### src/hw/rtl/stq_pkg.sv
// ----------------------------------------------------------------------------
// stq_pkg: shared types and constants of the sorted timer queue
// opcodes, status codes, transaction payloads, controller state and the
// command and status groups between controller and datapath
// ----------------------------------------------------------------------------
package stq_pkg;

	localparam int DEPTH_DEF     = 32;
	localparam int TIME_BITS_DEF = 32;
	localparam int NUM_IDS       = 32;
	localparam int ID_W          = 5;

	typedef enum logic [1:0] {
		FN_ADD    = 2'd0,
		FN_ADJUST = 2'd1,
		FN_DELETE = 2'd2,
		FN_TICK   = 2'd3
	} stq_func_t;

	typedef enum logic [1:0] {
		ST_OK      = 2'd0,
		ST_UNKNOWN = 2'd1,
		ST_DUP     = 2'd2,
		ST_FULL    = 2'd3
	} stq_status_t;

	typedef enum logic {
		KIND_STATUS  = 1'b0,
		KIND_EXPIRED = 1'b1
	} stq_kind_t;

	typedef struct packed {
		logic [1:0]      func;
		logic [ID_W-1:0] timer_id;
		logic [31:0]     expire_time;
		logic [31:0]     now_time;
	} stq_req_t;

	typedef struct packed {
		logic            kind;
		logic [ID_W-1:0] expired_id;
		logic [1:0]      status;
		logic            any_expired;
		logic            last;
	} stq_rsp_t;

	typedef enum logic [1:0] {
		S_IDLE,
		S_CHECK,
		S_READ,
		S_PROC
	} stq_state_t;

	typedef struct packed {
		logic accept;
		logic check;
		logic rd;
		logic step;
	} stq_cmd_t;

	typedef struct packed {
		logic err;
		logic emit_ok;
		logic step_emit;
		logic at_end;
	} stq_sts_t;

endpackage

### src/hw/rtl/stq_ctrl.sv
// ----------------------------------------------------------------------------
// stq_ctrl: sequencer of the sorted timer queue
// walks check, read and process steps over the sorted list
// ----------------------------------------------------------------------------
module stq_ctrl
	import stq_pkg::*;
(
	input  logic     clk,
	input  logic     arst_n,
	input  logic     req_valid,
	output logic     req_stall,
	input  stq_sts_t sts,
	output stq_cmd_t cmd
);

	stq_state_t state_q, state_d;

	always_ff @(posedge clk or negedge arst_n) begin
		if (!arst_n) begin
			state_q <= S_IDLE;
		end else begin
			state_q <= state_d;
		end
	end

	always_comb begin
		state_d = state_q;
		case (state_q)
			S_IDLE: begin
				if (req_valid) state_d = S_CHECK;
			end
			S_CHECK: begin
				if (!sts.err) state_d = S_READ;
				else if (sts.emit_ok) state_d = S_IDLE;
			end
			S_READ: begin
				state_d = S_PROC;
			end
			S_PROC: begin
				if (!sts.step_emit || sts.emit_ok) begin
					state_d = sts.at_end ? S_IDLE : S_READ;
				end
			end
			default: state_d = S_IDLE;
		endcase
	end

	always_comb begin
		cmd       = '0;
		req_stall = 1'b1;
		case (state_q)
			S_IDLE: begin
				req_stall  = 1'b0;
				cmd.accept = req_valid;
			end
			S_CHECK: cmd.check = !sts.err || sts.emit_ok;
			S_READ:  cmd.rd    = 1'b1;
			S_PROC:  cmd.step  = !sts.step_emit || sts.emit_ok;
			default: cmd       = '0;
		endcase
	end

endmodule

### src/hw/rtl/stq_dp.sv
// ----------------------------------------------------------------------------
// stq_dp: datapath of the sorted timer queue
// list memory of id and expiry, in-place compaction with a one-entry carry
// ----------------------------------------------------------------------------
module stq_dp
	import stq_pkg::*;
#(
	parameter int DEPTH     = DEPTH_DEF,
	parameter int TIME_BITS = TIME_BITS_DEF
) (
	input  logic     clk,
	input  logic     arst_n,
	input  stq_req_t req,
	input  stq_cmd_t cmd,
	output stq_sts_t sts,
	output logic     rsp_valid,
	input  logic     rsp_stall,
	output stq_rsp_t rsp
);

	localparam int AW = (DEPTH > 1) ? $clog2(DEPTH) : 1;
	localparam int CW = $clog2(DEPTH + 1);

	// list memory
	logic [ID_W-1:0]      id_mem [DEPTH];
	logic [TIME_BITS-1:0] tm_mem [DEPTH];

	stq_func_t            op_q;
	logic [ID_W-1:0]      id_q;
	logic [TIME_BITS-1:0] exp_q, now_q;
	logic [CW-1:0]        r_q, w_q, count_q;
	logic                 carry_v_q, ins_done_q, expiring_q, pend_v_q;
	logic [ID_W-1:0]      carry_id_q, pend_id_q, rd_id_q;
	logic [TIME_BITS-1:0] carry_t_q, rd_t_q;
	logic [NUM_IDS-1:0]   active_q;
	logic                 out_v_q;
	stq_rsp_t             out_q;

	logic                 at_end, drop, ins, keep, ins_op, expired_now;
	logic                 have_1st, have_2nd, we, emit_fire, step_emit;
	logic [ID_W-1:0]      id_1st, id_2nd;
	logic [TIME_BITS-1:0] t_1st, t_2nd;
	stq_status_t          err_code;
	stq_rsp_t             emit_d;

	assign at_end = (r_q == count_q);
	assign ins_op = (op_q == FN_ADD) || (op_q == FN_ADJUST);

	always_comb begin
		err_code = ST_OK;
		case (op_q)
			FN_ADD: begin
				if (active_q[id_q]) err_code = ST_DUP;
				else if (count_q >= CW'(DEPTH)) err_code = ST_FULL;
			end
			FN_ADJUST, FN_DELETE: begin
				if (!active_q[id_q]) err_code = ST_UNKNOWN;
			end
			default: err_code = ST_OK;
		endcase
	end

	// per-entry decision
	always_comb begin
		drop = 1'b0;
		if (!at_end) begin
			if ((op_q == FN_ADJUST || op_q == FN_DELETE) && rd_id_q == id_q) drop = 1'b1;
			if (op_q == FN_TICK && expiring_q && rd_t_q <= now_q) drop = 1'b1;
		end
		keep        = !at_end && !drop;
		ins         = ins_op && !ins_done_q && (at_end || (keep && rd_t_q > exp_q));
		expired_now = (op_q == FN_TICK) && drop;

		// output stream of this step: carry or new, then the read entry
		have_1st = 1'b0; have_2nd = 1'b0;
		id_1st = rd_id_q; t_1st = rd_t_q;
		id_2nd = rd_id_q; t_2nd = rd_t_q;
		if (carry_v_q) begin
			have_1st = 1'b1; id_1st = carry_id_q; t_1st = carry_t_q;
			if (keep) begin
				have_2nd = 1'b1;
			end else if (ins) begin
				have_2nd = 1'b1; id_2nd = id_q; t_2nd = exp_q;
			end
		end else if (ins) begin
			have_1st = 1'b1; id_1st = id_q; t_1st = exp_q;
			have_2nd = keep;
		end else if (keep) begin
			have_1st = 1'b1;
		end
	end

	assign we = cmd.step && have_1st;

	always_comb begin
		emit_d = '0;
		emit_d.last = 1'b1;
		step_emit = 1'b0;
		if (op_q == FN_TICK) begin
			if (expired_now && pend_v_q) begin
				step_emit          = 1'b1;
				emit_d.kind        = KIND_EXPIRED;
				emit_d.expired_id  = pend_id_q;
				emit_d.any_expired = 1'b1;
				emit_d.last        = 1'b0;
			end else if (at_end) begin
				step_emit          = 1'b1;
				emit_d.kind        = pend_v_q ? KIND_EXPIRED : KIND_STATUS;
				emit_d.expired_id  = pend_v_q ? pend_id_q : '0;
				emit_d.any_expired = pend_v_q;
			end
		end else begin
			step_emit = at_end;
		end
		if (cmd.check) emit_d.status = err_code;
	end

	assign sts.step_emit = step_emit;
	assign sts.err       = (err_code != ST_OK);
	assign sts.emit_ok   = !out_v_q || !rsp_stall;
	assign sts.at_end    = at_end;
	assign emit_fire     = (cmd.check && sts.err) || (cmd.step && step_emit);

	// memory ports
	always_ff @(posedge clk) begin
		if (cmd.rd && !at_end) begin
			rd_id_q <= id_mem[r_q[AW-1:0]];
			rd_t_q  <= tm_mem[r_q[AW-1:0]];
		end
		if (we) begin
			id_mem[w_q[AW-1:0]] <= id_1st;
			tm_mem[w_q[AW-1:0]] <= t_1st;
		end
	end

	// payload registers
	always_ff @(posedge clk) begin
		if (cmd.accept) begin
			op_q  <= stq_func_t'(req.func);
			id_q  <= req.timer_id;
			exp_q <= TIME_BITS'(req.expire_time);
			now_q <= TIME_BITS'(req.now_time);
		end
		if (cmd.step) begin
			carry_id_q <= id_2nd;
			carry_t_q  <= t_2nd;
			if (expired_now) pend_id_q <= rd_id_q;
		end
		if (emit_fire) out_q <= emit_d;
	end

	// control registers
	always_ff @(posedge clk or negedge arst_n) begin
		if (!arst_n) begin
			r_q        <= '0;
			w_q        <= '0;
			count_q    <= '0;
			carry_v_q  <= 1'b0;
			ins_done_q <= 1'b0;
			expiring_q <= 1'b0;
			pend_v_q   <= 1'b0;
			active_q   <= '0;
			out_v_q    <= 1'b0;
		end else begin
			if (cmd.check && !sts.err) begin
				r_q        <= '0;
				w_q        <= '0;
				carry_v_q  <= 1'b0;
				ins_done_q <= 1'b0;
				expiring_q <= 1'b1;
				pend_v_q   <= 1'b0;
				if (op_q == FN_ADD) active_q[id_q] <= 1'b1;
				if (op_q == FN_DELETE) active_q[id_q] <= 1'b0;
			end
			if (cmd.step) begin
				carry_v_q <= have_2nd;
				if (ins) ins_done_q <= 1'b1;
				if (we) w_q <= w_q + CW'(1);
				if (!at_end) r_q <= r_q + CW'(1);
				if (op_q == FN_TICK && keep) expiring_q <= 1'b0;
				if (expired_now) begin
					pend_v_q           <= 1'b1;
					active_q[rd_id_q]  <= 1'b0;
				end
				if (at_end) count_q <= w_q + CW'(we);
			end
			if (emit_fire) out_v_q <= 1'b1;
			else if (!rsp_stall) out_v_q <= 1'b0;
		end
	end

	assign rsp_valid = out_v_q;
	assign rsp       = out_q;

`ifndef SYNTHESIS
	a_count_bound: assert property (@(posedge clk) disable iff (!arst_n)
		count_q <= CW'(DEPTH))
		else $error("entry count beyond depth");
	a_write_behind: assert property (@(posedge clk) disable iff (!arst_n)
		{1'b0, w_q} <= {1'b0, r_q} + (CW+1)'(1))
		else $error("write pointer overtook read pointer");
	a_carry_drained: assert property (@(posedge clk) disable iff (!arst_n)
		cmd.step && at_end |=> !carry_v_q)
		else $error("carry left full after last step");
	a_active_match: assert property (@(posedge clk) disable iff (!arst_n)
		cmd.check |-> ($countones(active_q) == int'(count_q)))
		else $error("active flags disagree with list length");
`endif

endmodule

### src/hw/rtl/sorted_timer_queue_top.sv
// result: a rejected request gets a single status transaction from the check
//   step, otherwise the list is walked with a read and a process step per entry
// throughput: one request at a time, req_stall stays high until the list walk ends
// reset: arst_n clears the list length, active flags and output valid
// ----------------------------------------------------------------------------
// sorted_timer_queue_top: timer list kept in ascending expiry order
// add, adjust, delete and tick over a list memory walked one entry at a time
// ----------------------------------------------------------------------------
module sorted_timer_queue_top
	import stq_pkg::*;
#(
	parameter int DEPTH     = DEPTH_DEF,
	parameter int TIME_BITS = TIME_BITS_DEF
) (
	input  logic     clk,
	input  logic     arst_n,
	// request channel
	input  logic     req_valid,
	output logic     req_stall,
	input  stq_req_t req,
	// result channel, one or more transactions per request
	output logic     rsp_valid,
	input  logic     rsp_stall,
	output stq_rsp_t rsp
);

	// command and status between sequencer and datapath
	stq_cmd_t cmd;
	stq_sts_t sts;

	// sequencer: check, then read and process each list entry
	stq_ctrl u_ctrl (
		.clk       (clk),
		.arst_n    (arst_n),
		.req_valid (req_valid),
		.req_stall (req_stall),
		.sts       (sts),
		.cmd       (cmd)
	);

	// datapath: list memory, compaction carry, output register
	stq_dp #(
		.DEPTH     (DEPTH),
		.TIME_BITS (TIME_BITS)
	) u_dp (
		.clk       (clk),
		.arst_n    (arst_n),
		.req       (req),
		.cmd       (cmd),
		.sts       (sts),
		.rsp_valid (rsp_valid),
		.rsp_stall (rsp_stall),
		.rsp       (rsp)
	);

endmodule

### config.mk
export PLATFORM = sky130hd
export DESIGN_NAME = sorted_timer_queue_top
export DESIGN_NICKNAME = d
export VERILOG_FILES = /design/src/hw/rtl/stq_pkg.sv /design/src/hw/rtl/stq_ctrl.sv /design/src/hw/rtl/stq_dp.sv /design/src/hw/rtl/sorted_timer_queue_top.sv
export SDC_FILE = /design/constraint.sdc
export NUM_CORES = 2
export LEC_CHECK = 0
export BUFFER_PORTS_ARGS = -buffer_cell sky130_fd_sc_hd__buf_2
export CAP_MARGIN = 0
export CORE_MARGIN = 4
export CORE_UTILIZATION = 45
export DETAILED_ROUTE_END_ITERATION = 8
export PLACE_DENSITY_LB_ADDON = 0.2
export REMOVE_ABC_BUFFERS = 1
export SETUP_SLACK_MARGIN = 0.3
export SLEW_MARGIN = 15
export SYNTH_ARGS = -nofsm -noshare
export SYNTH_HDL_FRONTEND = slang
export SYNTH_HIERARCHICAL = 1
export SYNTH_SLANG_ARGS = --single-unit
### constraint.sdc
create_clock -name clk -period 7.7 [get_ports clk]
set_input_delay 1.54 -clock clk [delete_from_list [all_inputs] [get_ports clk]]
set_output_delay 1.54 -clock clk [all_outputs]
set_load 0.005 [all_outputs]
==> impl_metrics.yaml <==
run:
  cap_violations: 0
power_and_ir_drop:
  pwr-share-seq_pct: 42.2
  comb_power_share_pct: 30.7
  p_leak_nw: 21.3
  switchingPower_mw: 8.81
  switching_share_pct: 32.5
  ir_drop_v: 0.000418
  power.internal_mw: 18.3
  power_frac_clock_pct: 27.1
  p_per_area_nw_per_um2: 420
synthesis:
  synth-main-ff-cell: "edfxtp_1"
  syn_inst: 2800
  yosys_warnings: 6
  synth_top_area_share_pct: 71.1
  ys_seq_area_share_pct: 73.6
  ys_seq_elements: 1400
  synth_adder_area_share_pct: 1.68
  synth_edf_count: 1343
  synth_xor_area_share_pct: 0.263
  synth_area_um2: 56700
  synth_top_area_cell: "edfxtp_1"
  avgSynthCellArea_um2: 20.3
  synth_area_leaders: "edfxtp_1 (71%), mux4_2 (15%), dfrtp_1 (2.5%)"
  async_flop_share_pct: 4.07
  synth_top_family_by_area: "multiplexers"
  synth_compound_area_share_pct: 3.45
  ys_types: 82
  synth-simple-area-share_pct: 3.19
  muxShareOfSynthArea_pct: 16.0
global_route:
  grt_pass1_vias: 29572
  antenna_found_initial: 7
  grt_pass1_wl_um: 218000
  track_usage_pct: 23.0
  grt_overflow: 0
  grt_max_degree: 131
cts:
  cts_setup_buffers: 0
  cts-root-buf: "clkbuf_16"
  cts_hold_buf: 0
  clockBufferDepth: 3
  cts_buffers: 147
  clk_latency_ns: 0.77
  cts.repair.resized: 0
  cts_tree: "built"
  cts_max_level: 4
  clock_sinks: 1400
  clkTransAtPathRegs_ns: 0.06
run_status:
  status: "finished, final reports clean"
die:
  die_y_um: 363
  initial_core_util_pct: 45.6
  coreArea_um2: 124000
  core.rowCount: 129
  die_x_um: 363
  die_area_um2: 132000
  ioPinCount: 87
timing:
  hold_slack_ns: 0.471
  tightest_slew_ns: 1.18
  max_slew_margin_pct: 21.2
  fin_crit_ns: 5.68
  finalSetupTns_ns: 0
  rsz0062_at_grt: "no"
  maxSlewViolCount: 0
  fmax_mhz: 176
  clock-skew-final_ns: 0.0264
  hold_viol: 0
  setup_viol_count_final: 0
  post-route-worst-setup-slack_ns: 2.02
  fin_crit_sh_pct: 73.7
finish:
  nets: 3135
  layout_commonest_cell: "edfxtp_1"
  post-route-util_pct: 51.9
  drive_above_1_share_pct: 29.0
  layout_common_cells: "edfxtp_1 (1343), mux4_2 (370), clkbuf_16 (151)"
  synthToLayoutAreaGrowth_pct: 13.8
  multi_input_area_um2: 14300
  fillers: 9729
  final_cells: 4734
  seq_area_um2: 41800
route:
  drtIter0Drc: 3565
  via_per_inst: 6.15
  routedWlPerCell_um: 31.7
  drc: 0
  num_vias: 29120
  detail-route-antenna-nets: 0
  drt_first_pass_iters: 5
  routed_wl_um: 150000
critical_path:
  cpPeakStageDelay_ns: 0.91
  critical_path.top_delay_family: "simple AND/OR/NAND/NOR gates"
  cp_cell_sequence: "ha_1 -> nand4_2 -> nor4_2 -> nor3b_1 -> a22o_2 -> o21ai_0 -> a21oi_4 -> o31a_1 -> o41a_2 -> nand2_2 -> nor2_4 -> buf_4"
  critPathKind: "reg2reg"
  crit_slowest_cell: "nor2_4"
  crit_required_ns: 8.12
  regToRegSetupSlack_ns: 2.02
  worst_setup_path_start_kind: "flop"
  crit_arrival_ns: 6.10
  critPathCaptureType: "flop"
  crit_fanout: 21
  cp_num_buf_inv: 1
placed_design:
  dp_cells: 4472
  place_congestion: 0.840
  dp_hpwl_um: 91100
  pre_cts_slack_ns: 2.16
  numPortBuffers: 86
worst_hold_path:
  hp-class: "reg2reg"
==> Yosys cell counts, drive strengths merged, types with 3 or more instances <==
cell type  number
edfxtp       1343
mux4          370
nand2         153
inv            86
a21oi          80
ha             76
clkbuf         73
buf            72
nor2           63
o21ai          60
dfrtp          57
a31oi          51
nor2b          45
mux2           39
a221oi         30
nand3          23
nand4          18
mux2i          17
a41oi          16
nor3           14
xnor2          12
a21o           11
nand2b         10
o221ai          9
and2            8
a211oi          6
and3            6
or2             6
o21a            5
xor2            5
nor4            4
o22ai           4
nor3b           3
==> routing by layer <==
| metal | part of all wire (%) | routed length (um) | vias up | track usage (%) |
|---|---|---|---|---|
| met5 | 0.016 | 24 | - | 0 |
| li1 | - | - | 11920 | - |
| met2 | 47 | 70900 | 1343 | 36.1 |
| met1 | 42 | 63300 | 15640 | 33.2 |
| met3 | 8.3 | 12500 | 213 | 5.03 |
| met4 | 2.3 | 3410 | 4 | 5.96 |
==> state kept, by name, summed over array words and instances, names as in the netlist, 5 cells and up <==
name and count:
u_dp/id_mem 160, u_dp/count_q 6, u_dp/rd_id_q 5, u_dp/r_q 6, u_dp/exp_q 32, u_dp/now_q 32, u_dp/id_q 5, u_dp/pend_id_q 5
u_dp/rsp 9, u_dp/active_q 32, u_dp/carry_id_q 5, u_dp/rd_t_q 32, u_dp/tm_mem 1024, u_dp/carry_t_q 32, u_dp/w_q 6
==> final timing paths <==
check,startpoint,to,depth (start not counted)
max in group asynchronous,arst_n,u_dp/r_q[1],2
hold / removal,u_dp/ins_done_q,u_dp/ins_done_q,2
hold reg to reg,u_dp/ins_done_q,u_dp/ins_done_q,2
setup / recovery,u_dp/rd_t_q[31],u_dp/tm_mem[16][13],12
min in group asynchronous,arst_n,u_dp/active_q[23],2
setup reg to reg,u_dp/rd_t_q[31],u_dp/tm_mem[16][13],12
==> power by group through the flow <==
stage               registers [mW]  clock network [mW]  logic (mW)
detailed placement            11.6                   0        8.38
CTS                           11.4                7.52        8.41
global route                  11.5                7.86        8.87
global placement              11.5                   0        8.23
finish                        11.4                7.36        8.33
floorplan                     11.8                   0        5.32
==> area by class of cell <==
cell class | instances | area share, %
Antenna cell | 1 | 0.00388
Clock buffer | 171 | 5.98
Clock inverter | 90 | 1.77
Inverter | 86 | 0.508
Multi-Input combinational cell | 1169 | 22.1
Sequential cell | 1400 | 64.7
Tap cell | 1637 | 3.17
Timing Repair Buffer | 180 | 1.80
==> cell families (layout without fill, tap and decap cells) <==
kind of cell | count (synthesis) | after routing
buffers and inverters | 231 | 527
AND/OR/NAND/NOR | 359 | 359
adder cells (fa/ha/maj) | 76 | 76
multiplexers | 426 | 426
AO/OA/AOI/OAI | 291 | 291
other | 0 | 1
flip-flops | 1400 | 1400
XOR/XNOR | 17 | 17
==> worst min-delay path: cells and delay by family, from the launching register on <==
family	cells	cell delay [ns]
and+or+nand+nor	2	0.11
DFF	1	0.33
==> through the flow <==
step | area (um2) | power (mW)
6_report | 64600 | 27.1
3_5_place_dp | 59600 | 20.0
5_1_grt | 64600 | 28.2
2_1_floorplan | 56000 | 17.2
4_1_cts | 64600 | 27.4
3_3_place_gp | 59600 | 19.8
Note: power is estimated with default switching activity, not from simulation.
